<file path="config.mk">
export PLATFORM = sky130hd
export DESIGN_NAME = lsi_div6
export DESIGN_NICKNAME = d
export VERILOG_FILES = /design/src/design/lsi_pkg.sv /design/src/design/lsi_div6.sv
export SDC_FILE = /design/constraint.sdc
export NUM_CORES = 1
export LEC_CHECK = 0
export BUFFER_PORTS_ARGS = -buffer_cell sky130_fd_sc_hd__buf_2
export CORE_UTILIZATION = 30
export CTS_BUF_LIST = sky130_fd_sc_hd__clkbuf_16
export DETAILED_ROUTE_END_ITERATION = 8
export HOLD_SLACK_MARGIN = 0.1
export PLACE_DENSITY_LB_ADDON = 0.08
export SLEW_MARGIN = 20
export SYNTH_ARGS = -nofsm -noshare
export SYNTH_HDL_FRONTEND = slang
export SYNTH_SLANG_ARGS = --single-unit
</file>
<file path="constraint.sdc">
create_clock -name clk_i -period 4.9 [get_ports clk_i]
set_clock_uncertainty 0.15 [all_clocks]
set_input_delay 0.49 -clock clk_i [delete_from_list [all_inputs] [get_ports clk_i]]
set_output_delay 0.49 -clock clk_i [all_outputs]
set_load 0.05 [all_outputs]
</file>
<file path="src/design/lsi_pkg.sv">
// Shared types, constants and the saturator of the Lorenz integrator.
package lsi_pkg;

  localparam int STATE_W    = 32;
  localparam int FRAC_W     = 22;
  localparam int RHO_W      = 30;
  localparam int DT_W       = 32;
  localparam int CNT_W      = 32;
  localparam int OP_W       = 36;
  localparam int PROD_W     = 2 * OP_W;
  localparam int KS_W       = 35;
  localparam int EXT_W      = 80;
  localparam int DIVD_W     = 40;
  localparam int DIV_DIGIT  = 6;
  localparam int DIV_STEPS  = 7;
  localparam int DIV_SH_W   = DIV_DIGIT * DIV_STEPS;
  localparam int QUOT_W     = DIV_SH_W + 1;
  localparam int CFG_IDX_W  = 3;
  localparam int CFG_DATA_W = 32;

  localparam logic signed [STATE_W-1:0] ONE_Q  = STATE_W'(64'sd1 <<< FRAC_W);
  localparam logic signed [STATE_W-1:0] BETA_Q = STATE_W'(((64'sd16 <<< FRAC_W) + 3) / 6);
  localparam logic [RHO_W-1:0]          RHO_RST = RHO_W'(117440512);
  localparam logic [DT_W-1:0]           DT_RST  = DT_W'(42949673);

  localparam logic signed [EXT_W-1:0] SAT_HI = (EXT_W'(1) <<< (STATE_W - 1)) - EXT_W'(1);
  localparam logic signed [EXT_W-1:0] SAT_LO = -SAT_HI - EXT_W'(1);

  typedef enum logic [CFG_IDX_W-1:0] {
    CFG_RHO, CFG_DT, CFG_RK, CFG_SX, CFG_SY, CFG_SZ
  } cfg_reg_e;

  typedef enum logic [3:0] {
    PH_IDLE, PH_EV0, PH_EV1, PH_EV2, PH_EV3, PH_ACC, PH_MVM, PH_MVA,
    PH_FM, PH_FDS, PH_FDW, PH_FA, PH_FIN
  } phase_e;

  typedef struct packed {
    logic                      clip;
    logic signed [STATE_W-1:0] val;
  } sat_t;

  // Clamp a wide signed value to the state range
  function automatic sat_t sat_state(input logic signed [EXT_W-1:0] v);
    sat_t r;
    if (v > SAT_HI) begin
      r.clip = 1'b1;
      r.val  = STATE_W'(SAT_HI);
    end else if (v < SAT_LO) begin
      r.clip = 1'b1;
      r.val  = STATE_W'(SAT_LO);
    end else begin
      r.clip = 1'b0;
      r.val  = STATE_W'(v);
    end
    return r;
  endfunction

endpackage

</file>
<file path="src/design/lsi_div6.sv">
// Digit-serial floor division by six, six dividend bits per cycle.
module lsi_div6 import lsi_pkg::*; (
  input  logic                     clk_i,
  input  logic                     rst_ni,
  input  logic                     start_i,
  input  logic signed [DIVD_W-1:0] dividend_i,
  output logic                     done_o,
  output logic signed [QUOT_W-1:0] quotient_o
);

  logic [DIV_SH_W-1:0] sh_q, sh_d;
  logic [2:0]          rem_q, rem_d;
  logic [2:0]          cnt_q;
  logic                neg_q;
  logic                done_q;
  logic [DIVD_W-1:0]   mag;

  assign mag = dividend_i[DIVD_W-1] ? DIVD_W'(-dividend_i) : DIVD_W'(dividend_i);

  // One digit of long division: shift in six bits, subtract six where it fits
  always_comb begin
    logic [3:0]           cur;
    logic [2:0]           r;
    logic [DIV_DIGIT-1:0] qb;
    r  = rem_q;
    qb = '0;
    for (int j = 0; j < DIV_DIGIT; j++) begin
      cur = {r, sh_q[DIV_SH_W-1-j]};
      if (cur >= 4'd6) begin
        r             = 3'(cur - 4'd6);
        qb[DIV_DIGIT-1-j] = 1'b1;
      end else begin
        r = cur[2:0];
      end
    end
    rem_d = r;
    sh_d  = {sh_q[DIV_SH_W-DIV_DIGIT-1:0], qb};
  end

  always_ff @(posedge clk_i or negedge rst_ni) begin
    if (!rst_ni) begin
      cnt_q  <= '0;
      done_q <= 1'b0;
      rem_q  <= '0;
      neg_q  <= 1'b0;
      sh_q   <= '0;
    end else if (start_i) begin
      sh_q   <= DIV_SH_W'(mag);
      rem_q  <= '0;
      neg_q  <= dividend_i[DIVD_W-1];
      cnt_q  <= 3'(DIV_STEPS);
      done_q <= 1'b0;
    end else if (cnt_q != '0) begin
      sh_q   <= sh_d;
      rem_q  <= rem_d;
      cnt_q  <= cnt_q - 3'd1;
      done_q <= (cnt_q == 3'd1);
    end else begin
      done_q <= 1'b0;
    end
  end

  // Round toward minus infinity for negative dividends
  assign quotient_o = neg_q ? (-$signed({1'b0, sh_q}) - QUOT_W'(rem_q != '0))
                            : $signed({1'b0, sh_q});
  assign done_o = done_q;

endmodule

</file>
==> Yosys cells after proc, flatten, opt, wreduce, memory -nomap -nowiden <==
Cells that the tools add are included.
{ "totals": {"rom_bits": 0, "ramBits": 0, "mem_count": 0, "regBits": 50, "input_bits": 43, "out_inout_bits": 44, "latchBits": 0, "elab_cells": 47} }
{ "op_classes": {"n_div": 0, "eq_ne": 1, "n_lt_le_gt_ge": 6, "n_mux": 22, "bitwise_logic": 0, "multipliers": 0, "add_sub_neg": 10, "n_shift": 0, "n_reduce_logical": 3} }
{ "op_table": {"columns": ["cell", "count"], "rows": [
  ["$mux W42", 2],
  ["$mux W43", 1],
  ["$neg A42 Y43", 1],
  ["$sub A43 B1 Y43", 1],
  ["$mux W40", 1],
  ["$neg A40 Y40", 1],
  ["$mux W3", 10],
  ["$ge A4 B3 Y1 const B", 6],
  ["$sub A3 B3 Y3 const B", 6],
  ["$mux W1", 8],
  ["$reduce_bool A3 Y1", 2],
  ["$eq A3 B1 Y1 const B", 1],
  ["$sub A3 B1 Y3 const B", 1],
  ["$reduce_bool A2 Y1", 1]
]} }

==> Depth between registers and ports, before layout <==
{ "depth": {"depth_word": 14, "depth_mapped": 16} }

==> Worst setup path after synthesis <==
OpenSTA, ideal clock, no wires.
{ "synth_timing": {"path_type": "reg-to-output", "startpoint": "register rem_q[0]", "endpoint": "output port quotient_o[37]", "path_buffers": 1, "setup_slack_ns": -0.226, "required_time_ns": 4.260, "stages_incl_launch_ff": 16, "arrival_ns": 4.486, "path_cell_list": "dfrtp_1 clkbuf_1 inv_1 ha_1 nor2b_1 ha_1 ha_1 inv_1 ha_1 o21bai_1 a21oi_1 o211ai_1 a21o_1 a21oi_1 a211oi_1 o311ai_0"} }
{ "synth_between": {"elab_chain_len": 3} }
{ "synth_lines": {"columns": ["element", "line_no", "source"], "rows": [
  ["start, declared", "lsi_div6.sv:12", "logic [2:0] rem_q, rem_d;"],
  ["start signal, assigned", "lsi_div6.sv:55", "rem_q <= rem_d;"],
  ["$reduce_bool A3 Y1", "lsi_div6.sv:64", "assign quotient_o = neg_q ? (-$signed({1'b0, sh_q}) - QUOT_W'(rem_q != '0))"],
  ["$sub A43 B1 Y43", "lsi_div6.sv:64", null],
  ["$mux W43", "lsi_div6.sv:64", null],
  ["end, declared", "lsi_div6.sv:8", "output logic signed [QUOT_W-1:0] quotient_o"]
]} }
Every way passes these cells.

==> Worst setup path after layout <==
{ "layout_timing": {"startpoint": "register rem_q[0]", "endpoint": "output port quotient_o[34]"} }
Same word-level chain as after synthesis.

==> results.txt <==
P per Cell Area: 413 mW/mm2
Cell Rows: 53
Number of synthesized flops with an enable pin: 0
CP arrival: 4.01 ns
Worst Path Required: 4.26 ns
Worst path bufs/invs: 3
Avg WL per Cell: 17.7 um
Worst-Margin Slew: 0.849 ns
Boundary Pins: 87
PortBufs: 86
YS warnings: 0
WS Path Type: flip-flop to output port
Iter 0 DRT Violations: 351
Type of the most critical hold path: input port to flip-flop
GP Congestion: 0.839
WHS Path Cells: 3
Maximum vdd drop: 231 uV
Storage cell area: 0.00125 mm2
First-pass GRT wire length: 35200 um
RSZ-0062 raised after global routing: no
Static leakage: 3.18 nW
Multi-input gate area: 0.00489 mm2
Sw Pwr: 1.67 mW
Slew Viols, Final: 0
Antenna viol nets, final: 0
Post-Syn Instances: 894
Synth Register Bits: 50
Final Util: 0.347
Die width: 150 um
Net count after synthesis: 986
Total number of vias: 6662
Routed WL: 21600 um
Count leader, synth: a21oi_1
Setup_tns: 0 ns
DIE AREA: 0.0224 mm2
CTS sink cnt: 50
1st-pass router iterations: 4
Post-DP HPWL: 16600 um
Combinational share of power: 0.697
Max_slew headroom: 0.434
Register area share after synthesis: 0.191
All-Layer GR Usage: 0.199
Final nets: 1040
H-tree levels: 2
Largest net degree at the start of global routing: 74
Cell variety after synth: 75
Root Driver: clkbuf_16
Avg Cell Area, Syn: 7.33 um2
Clock Path Buffers: 2
Top post-synthesis cells by area: dfrtp_1, ha_1, a21oi_1
Fmax: 215 MHz
Clock share of power: 0.120
Outcome: finished clean
Final setup fails: 0
Worst Reg2Reg Path Length in Cells: 11
Asr flop ratio synth: 1.00
Synth Flop Type: dfrtp_1
Synth top area share: 0.191
Worst path slowest cell: or4_1
Critical Path Fanout Max: 13
Max-cap violations: 0
Layout cells sized above 1: 0.135
Worst skew pair latency: 0.31 ns
Critical path's top delay family: compound AO/OA/AOI/OAI gates
Int Pwr: 1.38 mW
CP peak stage delay: 0.56 ns
# fillers: 2376
CTS Buf Count: 5
Layout area overhead: 12.6%
Core Area: 0.0212 mm2
DRC: 0
Worst path cell trace: inv_1 -> ha_1 -> nor2b_1 -> ha_1 -> ha_1 -> a211oi_1 -> o211ai_1 -> a41o_1 -> a21oi_1 -> buf_4 -> nor4_1 -> or4_1 -> mux2i_1 -> nand2_1 -> buf_2
Critical path depth: 15
Overflow after GRT: 0
Worst Setup Start Kind: flip-flop
Vias per cell: 5.44
Post-synth top area cell: dfrtp_1
TritonCTS clock tree: built
Most frequent CP cell: ha_1
Post-cts gate resize count: 0
Minimum clock period: 4.65 ns
Sequential Power Share: 0.183
Initial antenna violation count: 0
CTS clk-pin slew, worst paths: 0.07 ns
Initial Utilization: 0.309
Cell Area, Synth: 0.00655 mm2
Synth cell count leaders: a21oi_1, nor2_1, nand2_1, o21ai_0, inv_1
Vias in the first global route: 6469
Die outline height: 150 um
Sw Share: 0.548
CP Capture Type: output port
Final Hold Vio Count: 0
Final cycle utilization of the critical path: 0.949
Ant diodes: 0
-- sequential cells by signal (all words and copies together) (netlist names) --
register	cells
cnt_q	3
sh_q	42
neg_q	1
rem_q	3
done_o	1
-- stage by stage --
stage	total power [mW]	cell area [um2]	setup WS, ns	hold WS (ns)	instances
after global placement	2.71	7220	0.658	0.344	1215
after floorplan	2.16	6550	0.256	0.0444	894
after CTS	3.06	7370	0.250	0.312	1224
after global routing	3.29	7370	0.0140	0.321	1224
final	3.05	7370	0.250	0.312	1224
after detailed placement	2.67	7220	0.618	0.336	1215
-- power by group through the flow --
stage	Combinational (mW)	Sequential (mW)	Clock [mW]
2_1_floorplan	1.64	0.521	0
3_3_place_gp	2.14	0.567	0
3_5_place_dp	2.11	0.565	0
4_1_cts	2.13	0.558	0.377
5_1_grt	2.33	0.569	0.391
6_report	2.12	0.558	0.365
-- worst reg2reg max path, stage by stage, from the launching register on --
cell and delay (ns):
dfrtp_1 0.38, inv_1 0.19, ha_1 0.33, nor2_1 0.13
o32ai_2 0.56, buf_4 0.24, mux2i_1 0.07, or3_1 0.31
a32oi_1 0.45, mux2i_1 0.21, or3b_1 0.40, o311ai_0 0.11
-- placed cells by master, fill, tap and decap left out, types with 12 or more instances in the layout --
cell type	synthesis	layout
a211oi_1	37	37
a21o_1	15	15
a21oi_1	89	89
a31oi_1	12	12
buf_2	1	86
dfrtp_1	50	49
ha_1	49	49
inv_1	57	57
mux2i_1	16	16
nand2_1	73	73
nand2b_1	17	17
nand3_1	16	16
nor2_1	85	85
nor3_1	15	15
o21ai_0	66	66
o31ai_1	19	19
xnor2_1	30	30
xor2_1	41	41
-- cell type report --
type	count	share of cell area
clock buffers	5	0.0170
clock inverters	3	0.00221
inverters	58	0.0295
multi-input cells	735	0.664
flip-flops and latches	50	0.170
well taps	275	0.0467
repair buffers	98	0.0709
-- what timing repair did --
item	4_1_cts	5_1_grt
hold buffers	1	0
hold endpoints to repair	18	0
setup buffers	0	0
-- layer usage --
layer | wire [um] | global-route usage | vias to the layer above | share of wire
li1 | - | - | 3382 | -
met1 | 11200 | 0.292 | 3156 | 0.52
met2 | 9680 | 0.318 | 114 | 0.45
met3 | 580 | 0.0155 | 10 | 0.027
met4 | 195 | 0.0374 | 0 | 0.0090
met5 | 0 | 0 | - | 0
-- logic make-up (layout without fill, tap and decap cells) --
kind of cell / after synthesis / count (layout) / synth area share
buffers and inverters: 109 / 164 / 0.0627
adders and majority gates: 50 / 50 / 0.0951
muxes: 17 / 17 / 0.0279
DFF: 50 / 50 / 0.191
AOI/OAI and AO/OA: 318 / 318 / 0.317
and+or+nand+nor: 279 / 279 / 0.211
xor gates and xnor gates: 71 / 71 / 0.0950
-- final timing paths --
path | startpoint | endpoint | slack (ns)
setup reg to reg | sh_q[40]$_DFFE_PN0P_ | rem_q[1]$_DFFE_PN0P_ | 1.23
setup / recovery | rem_q[0]$_DFFE_PN0P_ | quotient_o[34] | 0.25
hold reg to reg | cnt_q[1]$_DFFE_PN0P_ | cnt_q[1]$_DFFE_PN0P_ | 0.37
max in group asynchronous | rst_ni | neg_q$_DFFE_PN0P_ | 3.21
hold / removal | dividend_i[0] | sh_q[0]$_DFFE_PN0P_ | 0.31
min in group asynchronous | rst_ni | sh_q[19]$_DFFE_PN0P_ | 0.54
Power figures use the tool's default switching activity.
